--- config.mk ---
export PLATFORM = sky130hd
export DESIGN_NAME = lprt_front
export DESIGN_NICKNAME = d
export VERILOG_FILES = /design/src/rtl/core/lprt_pkg.sv /design/src/rtl/core/lprt_front.sv
export SDC_FILE = /design/constraint.sdc
export NUM_CORES = 1
export LEC_CHECK = 0
export BUFFER_PORTS_ARGS = -buffer_cell sky130_fd_sc_hd__buf_2
export CAP_MARGIN = 20
export CORE_AREA = 2 2 337 339
export CTS_CLUSTER_SIZE = 25
export DETAILED_ROUTE_END_ITERATION = 16
export DIE_AREA = 0 0 339 341
export PLACE_DENSITY_LB_ADDON = 0.08
export REMOVE_ABC_BUFFERS = 1
export SYNTH_ARGS = -nofsm -noshare
export SYNTH_HDL_FRONTEND = slang
export SYNTH_SLANG_ARGS = --single-unit
export TNS_END_PERCENT = 10
--- constraint.sdc ---
create_clock -name clk -period 27 [get_ports clk]
set_input_delay 1.35 -clock clk [delete_from_list [all_inputs] [get_ports clk]]
set_output_delay 1.35 -clock clk [all_outputs]
set_load 0.03 [all_outputs]
--- src/rtl/core/lprt_pkg.sv ---
// Package for the route table: codes, item types and mask helpers.
`timescale 1ns / 1ps
package lprt_pkg;

  localparam int ROUTE_ENTRIES_DEF = 16;

  localparam logic [1:0] OP_ADD    = 2'd0;
  localparam logic [1:0] OP_REMOVE = 2'd1;
  localparam logic [1:0] OP_LOOKUP = 2'd2;

  localparam logic [1:0] FAM_V4 = 2'd1;
  localparam logic [1:0] FAM_V6 = 2'd2;

  localparam logic [7:0] IFACE_INVALID = 8'd255;

  localparam logic [1:0] ST_OK        = 2'd0;
  localparam logic [1:0] ST_INVALID   = 2'd1;
  localparam logic [1:0] ST_NO_SPACE  = 2'd2;
  localparam logic [1:0] ST_NOT_FOUND = 2'd3;

  localparam int IN_BITS  = 2 + 2 + 8 + 6 * 64 + 1 + 32;
  localparam int IN_BYTES = (IN_BITS + 7) / 8;
  localparam int OUT_BITS = 2 + 4 + 8 + 32 + 64 + 64;
  localparam int OUT_BYTES = (OUT_BITS + 7) / 8;

  // Request after classification, with bytes beyond the family cleared.
  typedef struct packed {
    logic [1:0]  op;
    logic        bad;
    logic [1:0]  family;
    logic [7:0]  iface;
    logic [63:0] dest_hi;
    logic [63:0] dest_lo;
    logic [63:0] mask_hi;
    logic [63:0] mask_lo;
    logic [63:0] gw_hi;
    logic [63:0] gw_lo;
    logic [31:0] metric;
  } req_t;

  typedef struct packed {
    logic [1:0]  status;
    logic [3:0]  slot;
    logic [7:0]  iface;
    logic [31:0] metric;
    logic [63:0] gw_hi;
    logic [63:0] gw_lo;
  } res_t;

  function automatic logic [3:0] lead_ones8(input logic [7:0] b);
    logic [3:0] n;
    logic       run;
    n = 4'd0;
    run = 1'b1;
    for (int i = 7; i >= 0; i--) begin
      run = run & b[i];
      n = n + {3'd0, run};
    end
    return n;
  endfunction

  // Sum of leading ones over the eight bytes of a word.
  function automatic logic [6:0] lead_ones64(input logic [63:0] w);
    logic [6:0] t;
    t = 7'd0;
    for (int j = 0; j < 8; j++) begin
      t = t + {3'd0, lead_ones8(w[63 - 8 * j -: 8])};
    end
    return t;
  endfunction

endpackage

--- src/rtl/core/lprt_front.sv ---
// Front end: accepts requests, checks arguments and masks unused bytes.
`timescale 1ns / 1ps
module lprt_front
  import lprt_pkg::*;
(
  input  logic                  clk,
  input  logic                  rst,
  input  logic                  in_valid,
  output logic                  in_ready,
  input  logic [IN_BYTES*8-1:0] in_data,
  output logic                  q_valid,
  input  logic                  q_ready,
  output req_t                  q_req
);

  logic [1:0]  op, fam;
  logic [7:0]  iface;
  logic [63:0] dh, dl, mh, ml, gh, gl, kh, kl;
  logic        has_gw;
  logic [31:0] metric;
  req_t        req;

  assign op     = in_data[1:0];
  assign fam    = in_data[3:2];
  assign iface  = in_data[11:4];
  assign dh     = in_data[75:12];
  assign dl     = in_data[139:76];
  assign mh     = in_data[203:140];
  assign ml     = in_data[267:204];
  assign gh     = in_data[331:268];
  assign gl     = in_data[395:332];
  assign has_gw = in_data[396];
  assign metric = in_data[428:397];

  always_comb begin
    kh = (fam == FAM_V4) ? 64'hFFFF_FFFF_0000_0000 : '1;
    kl = (fam == FAM_V4) ? 64'd0 : '1;
    req.op      = op;
    req.family  = fam;
    req.iface   = iface;
    req.bad     = (op == 2'd3) || (fam != FAM_V4 && fam != FAM_V6) ||
                  (op == OP_ADD && iface == IFACE_INVALID);
    req.dest_hi = dh & kh;
    req.dest_lo = dl & kl;
    req.mask_hi = mh & kh;
    req.mask_lo = ml & kl;
    req.gw_hi   = has_gw ? (gh & kh) : 64'd0;
    req.gw_lo   = has_gw ? (gl & kl) : 64'd0;
    req.metric  = metric;
  end

  // Two-entry queue so the front can take a request while the back scans.
  req_t q_mem [2];
  logic q_wp, q_rp;
  logic [1:0] q_cnt;

  assign in_ready = (q_cnt != 2'd2);
  assign q_valid  = (q_cnt != 2'd0);
  assign q_req    = q_mem[q_rp];

  always_ff @(posedge clk) begin
    if (in_valid && in_ready) begin
      q_mem[q_wp] <= req;
    end
    if (rst) begin
      q_wp <= 1'b0;
      q_rp <= 1'b0;
      q_cnt <= 2'd0;
    end else begin
      if (in_valid && in_ready) q_wp <= ~q_wp;
      if (q_valid && q_ready) q_rp <= ~q_rp;
      q_cnt <= q_cnt + {1'b0, in_valid && in_ready} - {1'b0, q_valid && q_ready};
    end
  end

endmodule

[Yosys cells after proc, flatten, opt, wreduce, memory -nomap -nowiden]
Memories as Yosys holds them, arrays and structs flattened. A register that Yosys moved wholly into a read port is not among the register bits.
Index checks and enable logic that the tools add are counted.
Storage, ports and cells
  register bits: 4
  bits in writable memories: 858
  output and inout port bits: 431
  memories: 1
Memory list
  q_mem: depth 2, width 429, read ports 1, clocked after memory_dff 1, write ports 1, line lprt_front.sv:53  | req_t q_mem [2];
Cells by class
  $add $sub $neg: 2
  equality and inequality tests: 6
  muxes and demuxes: 8
  bitwise gates (word level): 8
  reductions and logical operators: 8
Operators by type and width (count)
  bitwise AND 64 bit: 6
  2-to-1 mux 64 bit: 3
  2-to-1 mux 32 bit: 1
  == test 8 bit, second input constant: 1
  logical AND 1 bit: 4
  2-to-1 mux 1 bit: 4
  inequality test 2 bit, second input constant: 2
  adder 2 x 1 -> 2 bit: 1
  == test 2 x 1 -> 1 bit, second input constant: 1
  == test 2 bit, second input constant: 1
  logical NOT 2 bit: 1
  logical OR 1 bit: 2
  inequality test 2 x 1 -> 1 bit, second input constant: 1
  inverter 1 bit: 2
  nonzero test 2 bit: 1
  subtractor 2 x 1 -> 2 bit: 1

[Depth between registers and ports, before layout]
  depth in word-level cells: 4
  gate-level depth with buffers: 7

[Worst setup path before layout]
OpenSTA, ideal clock, no wires.
  kind: input to register
  start point: in in_valid
  end point: mem q_mem[1][0] in the netlist's numbering, enable pin
  setup time: 852 ps
  data arrival time: 11129 ps
  data required time: 26148 ps
  path slack: 15019 ps
  stages on the path: 1
  cells stage by stage: and3_1
Between the ends
  cells in the longest elaborated chain, start to end: 3
Ends and longest elaborated chain
  from (decl): line lprt_front.sv:8  | input logic in_valid,
  logical AND 1 bit: line lprt_front.sv:62  | if (in_valid && in_ready) begin
  2-to-1 mux 1 bit: line lprt_front.sv:62
  2-to-1 mux 1 bit (implied by the code): line lprt_front.sv:63  | q_mem[q_wp] <= req;
  to (decl): line lprt_front.sv:53
Every way passes these cells.

==> impl_results.md <==
* Outcome: complete, no violations
* First-pass detailed-route iteration total at 4
* Minimum clock period at just over 5 ns
* Met3 usage at under 10%
* Dpl ws at roughly 22 ns
* Cells after Synth at ~1,700
* Setup violations, final at 0
* Initial antenna violation count at 62
* Final worst path period share at around a fifth
* Final Hold Fails at 0
* Util after Layout at ~38%
* Die Footprint at approximately 0.12 mm^2
* EDFF count, synth at 858
* Dpl hpwl at around 61,000 um
* Worst path cell trace: buf_4 -> buf_12 -> mux2_2 -> buf_2
* CP max-delay cell: buf_4
* Fillcell total at 10,720
* Total Routing Usage GR at ~15%
* WL final at between 90,000 and 100,000 um
* GR Util met1 at 14.46%
* Gpl congestion at between 0.7 and 0.8
* Cell area after synthesis at ~0.034 mm^2
* Crit. End Element: output port
* H-tree lvl count at 3
* Final antenna-violating net count at 0
* Postcts setup bufs at 0
* Post-CTS resize count at 0
* Worst Path Max Fanout at 126
* Initial Util at roughly 30%
* Most used DFF post-synth: edfxtp_1
* CP Class: flip-flop to output port
* Number of global-route vias before repair at between 15,000 and 20,000
* First-pass GRT wire length at 128,300 um
* Max Cap Viol at 0
* Synth cell types at 30
* YS warnings at 0
* Reg area at roughly 0.026 mm^2
* Arr. time, crit path at about 3.8 ns
* Max Freq at around 190 MHz
* # IOs at ~870
* RR Endpoint: q_mem[1][280]$_DFFE_PP_
* Post-CTS Hold Buffers at 0
* CTS Root Buffer Type: clkbuf_16
* TritonCTS buffer count at a little under 100
* Worst Hold Path Cells at 2
* Hold path start: q_rp$_SDFFE_PP0P_
* CP required at about 26 ns
* Pins Over Slew Limit at 0
* Grt met2 use at 28.03%
* Global route hottest layer: met2
* Reg clk slew, reported paths at ~0.06 ns
* CTS tree: yes
* Worst r2r path cells at 5
* DR vias/cell at approximately 4.3
* Final TNS setup at 0 ns
* Sequential-to-total area share from yosys stat at between 70% and 80%
* RSZ-0062 raised after global routing: no
* Max-slew headroom at between 20% and 30%
* Area Growth Syn to Fin at 25.58%
* First DRT Iteration DRCs at 736
* Worst r2r src: q_cnt[0]$_SDFF_PP0_
* Syn Area/Cell at approximately 20 um^2
* DR WL/cell at between 20 and 25 um
* Asr flop ratio synth at 0%
* Setup ws final at between 20 and 25 ns
* Standard-cell row count at ~120
* R2R Setup Slk at approximately 23 ns
* Startpoint Class: flip-flop
* Nets at between 3,000 and 4,000
* Clock Latency Late Sink at approximately 0.65 ns
* Min-delay worst type: flip-flop to flip-flop
* Gr ovfl total at 0
* Core ar. at approximately 0.11 mm^2
* P per Cell Area at between 100 and 150 mW/mm^2
* Die Wd at 339 um
* Clk sinks at 863
* Worst path top cell family by delay: buffers and inverters
* Worst slew pin tran at about 1.1 ns
* Layout cells sized above 1 at around 53%
* Worst IR Drop VDD at 52.76 uV
* DR DRC count at 0
* FF+latch count, synth at 863
* Largest net degree at the start of global routing at between 150 and 200
* Multi-input logic area at 0.007297 mm^2
* Worst clock skew at roughly 0.015 ns
* DR vias at about 18,000
* Hold path endpoint: q_rp$_SDFFE_PP0P_
* Lkg Pwr at around 16 nW
* Worst path bufs/invs at 3
* Die H at roughly 340 um
* Clock tree buffer depth at 3
* Max stage delay on crit path at between 0.8 and 0.9 ns
* Port bufs at approximately 860
-- registers in the layout, indices dropped and copies added (netlist names), named ones only --
name / flops
q_mem: 858
q_cnt: 2
q_rp: 1
q_wp: 1
-- routing by layer --
layer / vias to the layer above / part of all wire [%]
met5: - / 0.35
met4: 48 / 3.1
met3: 207 / 9.9
met2: 622 / 53
met1: 9020 / 34
li1: 8382 / -
-- through the flow --
stage | hold WS [ns] | instance area, um^2 | std cells | power, mW
after global routing | 0.5593 | 42460 | 4204 | 4.477
after global placement | 0.4986 | 39560 | 4023 | 3.129
final | 0.5180 | 42490 | 4218 | 4.287
after floorplan | 0.4809 | 33160 | 1641 | 2.904
after detailed placement | 0.5129 | 39560 | 4023 | 3.140
after CTS | 0.5276 | 42430 | 4195 | 4.371
-- cell type report --
type / instances / area share, %
multi-input combinational: 774 / 17.17
antenna: 23 / 0.1354
tap: 1500 / 4.417
timing repair buffer: 882 / 10.59
clock buffer: 127 / 6.078
sequential: 863 / 60.88
inverter: 4 / 0.05300
clock inverter: 45 / 0.6772
-- worst max path at each step --
stage / endpoint / slack [ns] / depth (start not counted)
global route: q_req[100] / 21.53 / 4
CTS: q_req[100] / 21.65 / 4
floorplan: q_req[0] / 13.43 / 1
detailed placement: q_mem[1][286]$_DFFE_PP_ / 21.84 / 5
finish: q_req[100] / 21.81 / 4
global placement: q_mem[1][286]$_DFFE_PP_ / 21.92 / 5
-- cell usage after synthesis, drive strengths merged (2+ instances only) --
| library cell | count | area share (%) |
|---|---|---|
| edfxtp | 858 | 76 |
| mux2 | 429 | 15 |
| nor2b | 194 | 3.6 |
| and2 | 130 | 2.4 |
| buf | 58 | 1.7 |
| clkbuf | 24 | 0.28 |
| dfxtp | 5 | 0.30 |
| inv | 4 | 0.044 |
| ha | 3 | 0.11 |
| nor2 | 3 | 0.033 |
| a21oi | 2 | 0.030 |
-- layout by cell type (no fill, tap or decap), drive strengths merged, types with 2 or more instances in the layout --
| master | Yosys | final |
|---|---|---|
| a21oi | 2 | 2 |
| and2 | 130 | 130 |
| buf | 58 | 882 |
| bufinv | 0 | 3 |
| clkbuf | 24 | 127 |
| clkinv | 0 | 38 |
| dfxtp | 5 | 5 |
| diode | 0 | 23 |
| edfxtp | 858 | 858 |
| ha | 3 | 3 |
| inv | 4 | 7 |
| mux2 | 429 | 429 |
| nor2 | 3 | 3 |
| nor2b | 194 | 194 |
-- worst min-delay path: cells and delay by family, from the launching register on --
kind | cells | cell delay [ns]
flops | 1 | 0.32
xor+xnor | 1 | 0.08
simple gates | 1 | 0.08
-- cell families (layout without fill, tap and decap cells) --
group	after synthesis	after routing	synth area share, %
flops	863	863	76.44
mux	429	429	15.05
fa+ha+maj	3	3	0.1109
other cells	0	23	0
xor+xnor	2	2	0.05178
simple gates	335	335	6.190
buf+inv	86	1058	2.048
compound gates	5	5	0.1072
-- power by group --
part           switching [mW]  leakage (nW)  total, mW  internal, mW
clock                   0.509          1.40       1.21         0.696
combinational           0.897          6.33       1.34         0.444
sequential             0.0459          8.16       1.74          1.70
(Power assumes the default switching activity.)
